==> config.mk <==
export PLATFORM = sky130hd
export DESIGN_NAME = vector_euclidean_norm
export DESIGN_NICKNAME = d
export VERILOG_FILES = /design/src/sv/vecn_pkg.sv /design/src/sv/vecn_front.sv /design/src/sv/vecn_queue.sv /design/src/sv/vecn_sqrt.sv /design/src/sv/vector_euclidean_norm.sv
export SDC_FILE = /design/constraint.sdc
export NUM_CORES = 1
export LEC_CHECK = 0
export ABC_AREA = 0
export BUFFER_PORTS_ARGS = -buffer_cell sky130_fd_sc_hd__buf_4
export CAP_MARGIN = 20
export CORE_ASPECT_RATIO = 1.5
export CORE_MARGIN = 3
export CORE_UTILIZATION = 65
export DETAILED_ROUTE_END_ITERATION = 8
export GPL_TIMING_DRIVEN = 1
export PLACE_DENSITY = 0.82
export SLEW_MARGIN = 15
export SYNTH_ARGS = -nofsm -noshare
export SYNTH_HDL_FRONTEND = slang
export SYNTH_SLANG_ARGS = --single-unit
==> constraint.sdc <==
create_clock -name clk -period 11.2 [get_ports clk]
set_clock_uncertainty 0.1 [all_clocks]
set_input_delay 0.56 -clock clk [delete_from_list [all_inputs] [get_ports clk]]
set_output_delay 0.56 -clock clk [all_outputs]
set_load 0.01 [all_outputs]
==> src/sv/vecn_pkg.sv <==
package vecn_pkg;

    // width of the norm result field
    localparam int NORM_BITS = 24;

    // largest norm that fits the result field
    localparam logic [NORM_BITS-1:0] NORM_MAX = {NORM_BITS{1'b1}};

    // entries in the queue between accumulator and square root unit
    localparam int QUEUE_DEPTH = 2;

    // square root sequencer states
    typedef enum logic [1:0] {
        SQ_IDLE,
        SQ_RUN,
        SQ_HOLD
    } sqrt_state_t;

endpackage

==> src/sv/vecn_front.sv <==
module vecn_front
    import vecn_pkg::*;
#(
    parameter int SAMPLE_BITS = 16,
    parameter int ACC_BITS    = 48
)
(
    input  logic                          clk,
    input  logic                          rst_n,
    input  logic signed [SAMPLE_BITS-1:0] element,
    input  logic                          last_element,
    input  logic                          push,
    output logic                          full,
    output logic                          q_push,
    output logic [ACC_BITS:0]             q_data,
    input  logic                          q_full
);

    localparam int SQ_BITS  = 2 * SAMPLE_BITS;
    localparam int SUM_BITS = ((ACC_BITS > SQ_BITS) ? ACC_BITS : SQ_BITS) + 1;

    logic                   s1_valid_reg;
    logic                   s1_valid_next;
    logic                   s1_last_reg;
    logic [SQ_BITS-1:0]     sq_reg;
    logic [ACC_BITS-1:0]    sum_reg;
    logic [ACC_BITS-1:0]    sum_next;
    logic                   sat_reg;
    logic                   sat_next;
    logic [SAMPLE_BITS-1:0] element_u;
    logic [SAMPLE_BITS-1:0] mag;
    logic [SUM_BITS-1:0]    sum_wide;
    logic                   ovf;
    logic [ACC_BITS-1:0]    acc_new;
    logic                   sat_new;
    logic                   adv;
    logic                   take;

    // the pipe holds only when a finished vector cannot enter the queue
    assign adv  = !(s1_valid_reg && s1_last_reg && q_full);
    assign full = !adv;
    assign take = push && adv;

    // magnitude of the element, the most negative value maps to its unsigned pattern
    assign element_u = unsigned'(element);
    assign mag       = element_u[SAMPLE_BITS-1] ? (~element_u + 1'b1) : element_u;

    // square stage
    always_ff @(posedge clk)
    begin
        if (adv && take)
        begin
            sq_reg      <= SQ_BITS'(mag) * SQ_BITS'(mag);
            s1_last_reg <= last_element;
        end
    end

    assign s1_valid_next = adv ? take : s1_valid_reg;

    always_ff @(posedge clk or negedge rst_n)
    begin
        if (!rst_n)
        begin
            s1_valid_reg <= 1'b0;
        end
        else
        begin
            s1_valid_reg <= s1_valid_next;
        end
    end

    // saturating accumulate
    assign sum_wide = SUM_BITS'(sum_reg) + SUM_BITS'(sq_reg);
    assign ovf      = |sum_wide[SUM_BITS-1:ACC_BITS];
    assign acc_new  = ovf ? {ACC_BITS{1'b1}} : sum_wide[ACC_BITS-1:0];
    assign sat_new  = sat_reg | ovf;

    // hand the finished sum to the queue and start a new vector
    assign q_push = adv && s1_valid_reg && s1_last_reg;
    assign q_data = {sat_new, acc_new};

    always_comb
    begin
        sum_next = sum_reg;
        sat_next = sat_reg;
        if (adv && s1_valid_reg)
        begin
            if (s1_last_reg)
            begin
                sum_next = '0;
                sat_next = 1'b0;
            end
            else
            begin
                sum_next = acc_new;
                sat_next = sat_new;
            end
        end
    end

    always_ff @(posedge clk or negedge rst_n)
    begin
        if (!rst_n)
        begin
            sum_reg <= '0;
            sat_reg <= 1'b0;
        end
        else
        begin
            sum_reg <= sum_next;
            sat_reg <= sat_next;
        end
    end

    // a finished vector only enters a queue with room
    a_push_room: assert property (@(posedge clk) disable iff (!rst_n)
        q_push |-> !q_full)
        else $error("front pushes into a full queue");

endmodule

==> src/sv/vecn_queue.sv <==
module vecn_queue
    import vecn_pkg::*;
#(
    parameter int WIDTH = 49
)
(
    input  logic             clk,
    input  logic             rst_n,
    input  logic             push,
    input  logic [WIDTH-1:0] wr_data,
    output logic             full,
    input  logic             pop,
    output logic [WIDTH-1:0] rd_data,
    output logic             empty
);

    localparam int PTR_BITS = (QUEUE_DEPTH > 1) ? $clog2(QUEUE_DEPTH) : 1;
    localparam int CNT_BITS = $clog2(QUEUE_DEPTH + 1);

    logic [WIDTH-1:0]    entry_reg [QUEUE_DEPTH];
    logic [PTR_BITS-1:0] wr_ptr_reg;
    logic [PTR_BITS-1:0] wr_ptr_next;
    logic [PTR_BITS-1:0] rd_ptr_reg;
    logic [PTR_BITS-1:0] rd_ptr_next;
    logic [CNT_BITS-1:0] count_reg;
    logic [CNT_BITS-1:0] count_next;
    logic                do_push;
    logic                do_pop;

    assign full    = (count_reg == CNT_BITS'(QUEUE_DEPTH));
    assign empty   = (count_reg == '0);
    assign do_push = push && !full;
    assign do_pop  = pop && !empty;
    assign rd_data = entry_reg[rd_ptr_reg];

    // storage
    always_ff @(posedge clk)
    begin
        if (do_push)
        begin
            entry_reg[wr_ptr_reg] <= wr_data;
        end
    end

    // pointers and fill count
    always_comb
    begin
        wr_ptr_next = wr_ptr_reg;
        rd_ptr_next = rd_ptr_reg;
        count_next  = count_reg;
        if (do_push)
        begin
            wr_ptr_next = (wr_ptr_reg == PTR_BITS'(QUEUE_DEPTH - 1)) ? '0 : wr_ptr_reg + 1'b1;
        end
        if (do_pop)
        begin
            rd_ptr_next = (rd_ptr_reg == PTR_BITS'(QUEUE_DEPTH - 1)) ? '0 : rd_ptr_reg + 1'b1;
        end
        if (do_push && !do_pop)
        begin
            count_next = count_reg + 1'b1;
        end
        else if (do_pop && !do_push)
        begin
            count_next = count_reg - 1'b1;
        end
    end

    always_ff @(posedge clk or negedge rst_n)
    begin
        if (!rst_n)
        begin
            wr_ptr_reg <= '0;
            rd_ptr_reg <= '0;
            count_reg  <= '0;
        end
        else
        begin
            wr_ptr_reg <= wr_ptr_next;
            rd_ptr_reg <= rd_ptr_next;
            count_reg  <= count_next;
        end
    end

    // fill count never passes the depth
    a_count_bound: assert property (@(posedge clk) disable iff (!rst_n)
        count_reg <= CNT_BITS'(QUEUE_DEPTH))
        else $error("queue count beyond depth");

endmodule

==> src/sv/vecn_sqrt.sv <==
module vecn_sqrt
    import vecn_pkg::*;
#(
    parameter int ACC_BITS = 48
)
(
    input  logic                 clk,
    input  logic                 rst_n,
    input  logic                 q_empty,
    input  logic [ACC_BITS:0]    q_data,
    output logic                 q_pop,
    output logic [NORM_BITS-1:0] norm,
    output logic                 overflowed,
    output logic                 empty,
    input  logic                 pop
);

    localparam int RW       = ACC_BITS + (ACC_BITS % 2);
    localparam int STEPS    = RW / 2;
    localparam int CNT_BITS = $clog2(STEPS);

    sqrt_state_t          state_reg;
    sqrt_state_t          state_next;
    logic [RW-1:0]        v_reg;
    logic [RW-1:0]        v_next;
    logic [RW-1:0]        root_reg;
    logic [RW-1:0]        root_next;
    logic [RW-1:0]        bit_reg;
    logic [RW-1:0]        bit_next;
    logic [CNT_BITS-1:0]  cnt_reg;
    logic [CNT_BITS-1:0]  cnt_next;
    logic                 flag_reg;
    logic                 flag_next;
    logic                 out_valid_reg;
    logic                 out_valid_next;
    logic [NORM_BITS-1:0] norm_reg;
    logic [NORM_BITS-1:0] norm_next;
    logic                 ovf_reg;
    logic                 ovf_next;
    logic [RW-1:0]        trial;
    logic                 fits;
    logic                 too_wide;

    assign trial    = root_reg + bit_reg;
    assign fits     = (v_reg >= trial);
    assign too_wide = (root_reg > RW'(NORM_MAX));

    assign norm       = norm_reg;
    assign overflowed = ovf_reg;
    assign empty      = !out_valid_reg;

    // digit-by-digit square root sequencer, one result bit per cycle
    always_comb
    begin
        state_next     = state_reg;
        v_next         = v_reg;
        root_next      = root_reg;
        bit_next       = bit_reg;
        cnt_next       = cnt_reg;
        flag_next      = flag_reg;
        out_valid_next = out_valid_reg;
        norm_next      = norm_reg;
        ovf_next       = ovf_reg;
        q_pop          = 1'b0;

        if (pop && out_valid_reg)
        begin
            out_valid_next = 1'b0;
        end

        case (state_reg)
            SQ_IDLE:
            begin
                if (!q_empty)
                begin
                    q_pop      = 1'b1;
                    v_next     = RW'(q_data[ACC_BITS-1:0]);
                    flag_next  = q_data[ACC_BITS];
                    root_next  = '0;
                    bit_next   = {2'b01, {(RW - 2){1'b0}}};
                    cnt_next   = '0;
                    state_next = SQ_RUN;
                end
            end
            SQ_RUN:
            begin
                if (fits)
                begin
                    v_next    = v_reg - trial;
                    root_next = (root_reg >> 1) + bit_reg;
                end
                else
                begin
                    root_next = root_reg >> 1;
                end
                bit_next = bit_reg >> 2;
                cnt_next = cnt_reg + 1'b1;
                if (cnt_reg == CNT_BITS'(STEPS - 1))
                begin
                    state_next = SQ_HOLD;
                end
            end
            SQ_HOLD:
            begin
                // wait for the output register to free up
                if (!out_valid_reg || pop)
                begin
                    out_valid_next = 1'b1;
                    norm_next      = too_wide ? NORM_MAX : root_reg[NORM_BITS-1:0];
                    ovf_next       = flag_reg | too_wide;
                    state_next     = SQ_IDLE;
                end
            end
            default:
            begin
                state_next = SQ_IDLE;
            end
        endcase
    end

    // datapath registers
    always_ff @(posedge clk)
    begin
        v_reg    <= v_next;
        root_reg <= root_next;
        bit_reg  <= bit_next;
        cnt_reg  <= cnt_next;
        flag_reg <= flag_next;
        norm_reg <= norm_next;
        ovf_reg  <= ovf_next;
    end

    // control registers
    always_ff @(posedge clk or negedge rst_n)
    begin
        if (!rst_n)
        begin
            state_reg     <= SQ_IDLE;
            out_valid_reg <= 1'b0;
        end
        else
        begin
            state_reg     <= state_next;
            out_valid_reg <= out_valid_next;
        end
    end

    // the sequencer only takes work that is there
    a_pop_nonempty: assert property (@(posedge clk) disable iff (!rst_n)
        q_pop |-> !q_empty)
        else $error("square root unit pops an empty queue");

    // after the final step the root waits for the output register
    a_run_ends: assert property (@(posedge clk) disable iff (!rst_n)
        (state_reg == SQ_RUN && cnt_reg == CNT_BITS'(STEPS - 1)) |=> state_reg == SQ_HOLD)
        else $error("square root did not finish after its last step");

endmodule

==> src/sv/vector_euclidean_norm.sv <==
// Streaming Euclidean norm of a signed fixed-point vector.
// Input channel: push/full. One element per cycle is taken while full is low;
// last_element marks the final element of a vector. Each element is squared,
// registered, and added into a saturating accumulator ACC_BITS wide.
// Result channel: empty/pop. While empty is low, norm holds the floor square
// root of the vector's sum of squares and overflowed is set if the sum
// saturated or the root does not fit 24 bits; pop takes it.
// From the last element to its result the path runs through one square stage,
// one accumulate stage that writes the queue, a load of
// the root unit, an iterative square root that resolves one root bit per
// cycle (ACC_BITS/2 steps, rounded up) and the fill of the output register.
// Elements stream at one per cycle while full is low; finished vectors are handed
// to the square root unit through a two-entry queue, and the root unit takes
// a new sum only once it has delivered the previous result.
// When the receiver stalls, the result waits in the output register, the
// root unit holds its next result, then the queue fills and full rises only
// once a last element cannot be handed over.
// Reset clears the accumulator, the overflow flag and the queue, and empties the output register.
module vector_euclidean_norm
    import vecn_pkg::*;
#(
    parameter int SAMPLE_BITS = 16,
    parameter int ACC_BITS    = 48
)
(
    input  logic                          clk,
    input  logic                          rst_n,
    input  logic signed [SAMPLE_BITS-1:0] element,
    input  logic                          last_element,
    input  logic                          push,
    output logic                          full,
    output logic [NORM_BITS-1:0]          norm,
    output logic                          overflowed,
    output logic                          empty,
    input  logic                          pop
);

    logic                q_push;
    logic [ACC_BITS:0]   q_wr_data;
    logic                q_full;
    logic                q_pop;
    logic [ACC_BITS:0]   q_rd_data;
    logic                q_empty;

    // square and accumulate
    vecn_front #(
        .SAMPLE_BITS (SAMPLE_BITS),
        .ACC_BITS    (ACC_BITS)
    ) u_front (
        .clk          (clk),
        .rst_n        (rst_n),
        .element      (element),
        .last_element (last_element),
        .push         (push),
        .full         (full),
        .q_push       (q_push),
        .q_data       (q_wr_data),
        .q_full       (q_full)
    );

    // finished sums waiting for the root unit
    vecn_queue #(
        .WIDTH (ACC_BITS + 1)
    ) u_queue (
        .clk     (clk),
        .rst_n   (rst_n),
        .push    (q_push),
        .wr_data (q_wr_data),
        .full    (q_full),
        .pop     (q_pop),
        .rd_data (q_rd_data),
        .empty   (q_empty)
    );

    // square root and result register
    vecn_sqrt #(
        .ACC_BITS (ACC_BITS)
    ) u_sqrt (
        .clk        (clk),
        .rst_n      (rst_n),
        .q_empty    (q_empty),
        .q_data     (q_rd_data),
        .q_pop      (q_pop),
        .norm       (norm),
        .overflowed (overflowed),
        .empty      (empty),
        .pop        (pop)
    );

endmodule
# == Word level (Yosys, flattened, before mapping) ==
# Memories as Yosys holds them, arrays and structs flattened.
# Index checks and enable logic that the tools add are counted.
# op_classes
n_bitwise,4
add_sub_neg,10
mux,29
reduce_logical,27
multipliers,1
magnitude_cmp,2
eq_ne,8
# ops
cell,count
$mux 48,7
$pmux 48 s2,3
$add 48x32->49,1
$add 47x48->48,1
$add 48x48->48,1
$ge 48x48->1,1
$gt 48x24->1 const B,1
$sub 48x48->48,1
$mul 16x16->32,1
$add 16x1->16 const B,1
$mux 16,1
$not 16->16,1
$logic_and 1x1->1,11
$mux 1,10
$mux 2,5
$pmux 5 s2,1
$logic_not 1->1,6
$ne 2x1->1 const B,3
$pmux 2 s3,1
$reduce_and 2->1,3
$reduce_and 3->1,2
$add 5x1->5 const B,1
$eq 5x5->1 const B,1
$mux 5,1
other kinds (11),16
# word_totals
mem_count,1
regBits,265
mem_bits_rw,98
input_bits,21
# memory_table
name,words,word_bits,rd,rd_ports_with_merged_regs,write_ports,line_no,source
u_queue.entry_reg,2,49,1,0,1,vecn_queue.sv:20,logic [WIDTH-1:0] entry_reg [QUEUE_DEPTH];

# == Depth between registers and ports, before layout ==
# depth
ltp_word,10
ltp_mapped,32
mapped_depth_nobuf,31

# == Cells and area by module ==
# From an unflattened synthesis, not the netlist that was laid out.
# unflattened
hier_cells,2942
area_unflattened_um2,28904.0
# by_module_without_submodules
module,cells_per_inst,area_each_um2,instances
vecn_front,1422,12633.4,1
vecn_sqrt,1348,12284.3,1
vecn_queue,172,3986.3,1

# == Worst setup path after synthesis ==
# Ideal clock, no wire load.
# synth_timing
kind,input to register
from,input port element[0]
to,register u_front.sq_reg[30] (data pin)
setup_time_ns,0.258
path_slack_ns,3.318
path_buffers,1
t_arrival_ns,7.525
stages,29
path_cell_list,clkinv_1 -> clkbuf_1 -> ha_1 -> nand2_1 -> o31ai_1 -> xor2_1 -> clkinv_1 -> nand2_1 -> inv_1 -> fa_1 -> inv_1 -> fa_1 -> inv_1 -> fa_1 -> fa_1 -> fa_1 -> inv_1 -> fa_1 -> inv_1 -> ha_1 -> a21o_1 -> a211oi_1 -> o21ai_0 -> a32oi_1 -> a21oi_1 -> a31oi_1 -> o221ai_1 -> a21oi_1 -> xnor2_1
# synth_between
elab_chain_len,4
# synth_rtl
item,line_no,source
start: declaration,vector_euclidean_norm.sv:28,"input logic signed [SAMPLE_BITS-1:0] element,"
$not 16->16,vecn_front.sv:46,assign mag = element_u[SAMPLE_BITS-1] ? (~element_u + 1'b1) : element_u;
$add 16x1->16,vecn_front.sv:46,
$mux 16 *,vecn_front.sv:46,
$mul 16x16->32 *,vecn_front.sv:53,sq_reg <= SQ_BITS'(mag) * SQ_BITS'(mag);
end signal: assignment,vecn_front.sv:53,
end: declaration,vecn_front.sv:25,logic [SQ_BITS-1:0] sq_reg;
# Mark *: on every way between the ends. The rest lies on a longest branch, timed or not.
# A chain may end at the register's enable or synchronous reset.

# == Final worst setup path ==
# layout_timing
from,input port element[5]
to,register u_front.sq_reg[29] (data pin)
# The elaborated chain is that of the path after synthesis.

==> results.ini <==
[route]
routed_wl_um=65600
detail_route.vias_per_cell=6.11
initialDrtViolationCount=1343
drt_pre_antenna_iters=5
drc_errors=0
avgRoutedWirePerCell_um=18.8
number_of_antenna_violating_nets_in_the_routed_design=0
via_count=21300

[sta]
totalNegativeSetupSlack_ns=0
tmin_final_ns=8.97
finalSetupViolations=0
timing.slew.headroom_pct=31.4
transition_time_at_the_pin_with_the_least_slew_margin_ns=1.03
final_min_period_over_clock_period_pct=80.1
fmax_mhz=112
grt_setup_unrepaired=no
finalHoldViolations=0
maxSlewViolCount=0

[synth]
async_reset_ff_share_pct=16.9
synth-edff-count=281
avgSynthCellArea_um2=9.83
synth-main-ff-cell=sky130_fd_sc_hd__edfxtp_1
mapped_cell_area_um2=28500
synth_seq_area_share_pct=34.6
synth_cell_type_count=92
postSynthRegisterBits=338
synthesis.instances=2899
ys_warn_count=0

[clocking]
post_cts_buffers=0
root_buffer=sky130_fd_sc_hd__clkbuf_16
number_of_resized_instances_in_the_post_cts_repair_step=0
post_cts_hold_buffer_count=0
cts-htree-levels=2
cts_buffer_depth=3
cts-buffers-inserted=34
clk_transition_reported_paths_ns=0.07
clk_latency_ns=0.55
tritoncts=yes
clock_sinks=338

[cells_and_area]
layout.filler_cells=3216
sequential_cell_area_um2=9870
num_antenna_cells=0
num-nets-final=3315
largest_register_ffs=98
area_growth_syn_to_layout_pct=6.64
layout-drive-gt1-share_pct=7.15
multiInputGateArea_um2=17000

[place]
dp_hpwl_um=50600
gp_routability_congestion=0.997
port-buffer-count=47

[setup_path]
crit_slowest_cell=sky130_fd_sc_hd__xor2_1
slowest_delay_ns=0.60
worst_r2r_path_depth=22
cp_data_arrival_time_ns=9.15
critical_path_capture_point_type=register
worstPathRequired_ns=11.38
setup.worst_path.start_class=input pin
worstSetupPathType=input pin to register
crit-reg2reg-capture=u_sqrt.v_reg[3]$_DFFE_PP_
regToRegSetupSlack_ns=3.81
critical_path_peak_fanout=10
regToRegStartpoint=u_sqrt.root_reg[2]$_SDFFCE_PN0P_

[floorplanning]
die-width_um=177
die_area_um2=46400
io_pins=48
initial_core_util_pct=66.0
row_count=93
core_um2=43200
die_height_um=262

[global_route]
grt_pass1_vias=22300
grt_pass1_wl_um=108000
maximum_number_of_pins_on_one_net_before_global_route_repair=81
grt_overflow_total=0
grt_usage_pct=28.3
grt_antenna_before_repair=0

[run]
max_cap_viol_count=0

[status]
run_status=complete, no violations

[min_path]
hold_path_class=input pin to asynchronous set/reset pin

==> cell usage after synthesis (37+ instances only) <==
master / n / share of area [%]
sky130_fd_sc_hd__a21o_1: 68 / 1.8
sky130_fd_sc_hd__a21oi_1: 158 / 2.8
sky130_fd_sc_hd__a31oi_1: 50 / 1.1
sky130_fd_sc_hd__and2_1: 43 / 0.94
sky130_fd_sc_hd__clkbuf_1: 87 / 1.1
sky130_fd_sc_hd__dfrtp_1: 57 / 5.0
sky130_fd_sc_hd__edfxtp_1: 281 / 30
sky130_fd_sc_hd__fa_1: 166 / 12
sky130_fd_sc_hd__ha_1: 229 / 10
sky130_fd_sc_hd__inv_1: 300 / 4.0
sky130_fd_sc_hd__mux2i_1: 45 / 1.6
sky130_fd_sc_hd__nand2_1: 296 / 3.9
sky130_fd_sc_hd__nand3_1: 37 / 0.65
sky130_fd_sc_hd__nor2_1: 214 / 2.8
sky130_fd_sc_hd__o21ai_0: 121 / 2.1
sky130_fd_sc_hd__xnor2_1: 113 / 3.5
sky130_fd_sc_hd__xor2_1: 106 / 3.3
==> cells in the final DEF, fill, tap and decap left out, types with 29 or more instances in the layout <==
cell	netlist	routed
sky130_fd_sc_hd__a21o_1	68	68
sky130_fd_sc_hd__nor3_1	31	31
sky130_fd_sc_hd__nor2b_1	31	29
sky130_fd_sc_hd__edfxtp_1	281	281
sky130_fd_sc_hd__a22o_1	31	31
sky130_fd_sc_hd__inv_1	300	299
sky130_fd_sc_hd__nand4_1	35	35
sky130_fd_sc_hd__xor2_1	106	106
sky130_fd_sc_hd__buf_4	3	67
sky130_fd_sc_hd__and2_1	43	43
sky130_fd_sc_hd__nand2_1	296	295
sky130_fd_sc_hd__or3_1	30	30
sky130_fd_sc_hd__o21ai_0	121	121
sky130_fd_sc_hd__dfrtp_1	57	56
sky130_fd_sc_hd__o21bai_1	32	32
sky130_fd_sc_hd__a21oi_1	158	158
sky130_fd_sc_hd__nor2_1	214	211
sky130_fd_sc_hd__xnor2_1	113	113
sky130_fd_sc_hd__a31oi_1	50	50
sky130_fd_sc_hd__fa_1	166	166
sky130_fd_sc_hd__nand3_1	37	37
sky130_fd_sc_hd__clkbuf_16	0	34
sky130_fd_sc_hd__mux2i_1	45	45
sky130_fd_sc_hd__ha_1	229	229
==> worst max path at each step <==
stage	from	to	slack, ns	depth (start not counted)
floorplan	element[0]	u_front.sq_reg[30]$_DFFE_PP_	3.32	29
finish	element[5]	u_front.sq_reg[29]$_DFFE_PP_	2.23	30
detailed placement	element[5]	u_front.sq_reg[29]$_DFFE_PP_	1.80	30
CTS	element[5]	u_front.sq_reg[29]$_DFFE_PP_	2.36	30
global route	element[5]	u_front.sq_reg[29]$_DFFE_PP_	1.68	30
global placement	element[5]	u_front.sq_reg[29]$_DFFE_PP_	2.03	30
==> worst max-delay path, delay by kind of cell <==
| kind | cells | cell delay [ns] |
|---|---|---|
| AO/OA/AOI/OAI | 7 | 2.17 |
| XOR/XNOR | 2 | 0.68 |
| buffers and inverters | 8 | 1.05 |
| AND/OR/NAND/NOR | 6 | 1.26 |
| adder cells (fa/ha/maj) | 7 | 3.43 |
==> cell type report <==
type                    instances  share of cell area [%]
clock buffers                  38                    2.85
clock inverters                23                   0.766
inverters                     305                    3.77
multi-input cells            2152                    56.1
flip-flops and latches        338                    32.5
well taps                     570                    2.35
repair buffers                 68                    1.72
==> metal layers <==
metal / track usage, % / wire length (um) / share of wire [%]
met3: 2.31 / 2160 / 3.3
met4: 14.8 / 3740 / 5.7
met2: 52.5 / 35000 / 53
met5: 0 / 0 / 0
met1: 31.8 / 24700 / 38
==> logic make-up (layout without fill, tap and decap cells) <==
group	count (synthesis)	count (layout)	share of synthesized area, %
fa+ha+maj	395	395	21.7
flops	338	338	34.6
xor+xnor	219	219	6.73
buf+inv	418	434	5.85
other cells	2	11	0.0264
compound gates	662	662	15.8
mux	56	56	2.02
simple gates	809	809	13.2
==> stage by stage <==
stage / instances / hold slack [ns] / setup WS [ns] / cell area [um^2] / utilization (%)
2_1_floorplan: 2908 / 0.164 / 3.32 / 28500 / -
3_3_place_gp: 3431 / 0.375 / 2.03 / 29300 / 67.8
3_5_place_dp: 3432 / 0.384 / 1.80 / 29300 / 67.8
4_1_cts: 3493 / 0.0317 / 2.36 / 30400 / 70.3
5_1_grt: 3494 / 0.0773 / 1.68 / 30400 / 70.4
6_report: 3494 / 0.0458 / 2.23 / 30400 / 70.4
Power is left out: the tool's default activity adds up to more than one toggle a clock period on the data nets, which glitch-free logic cannot reach.
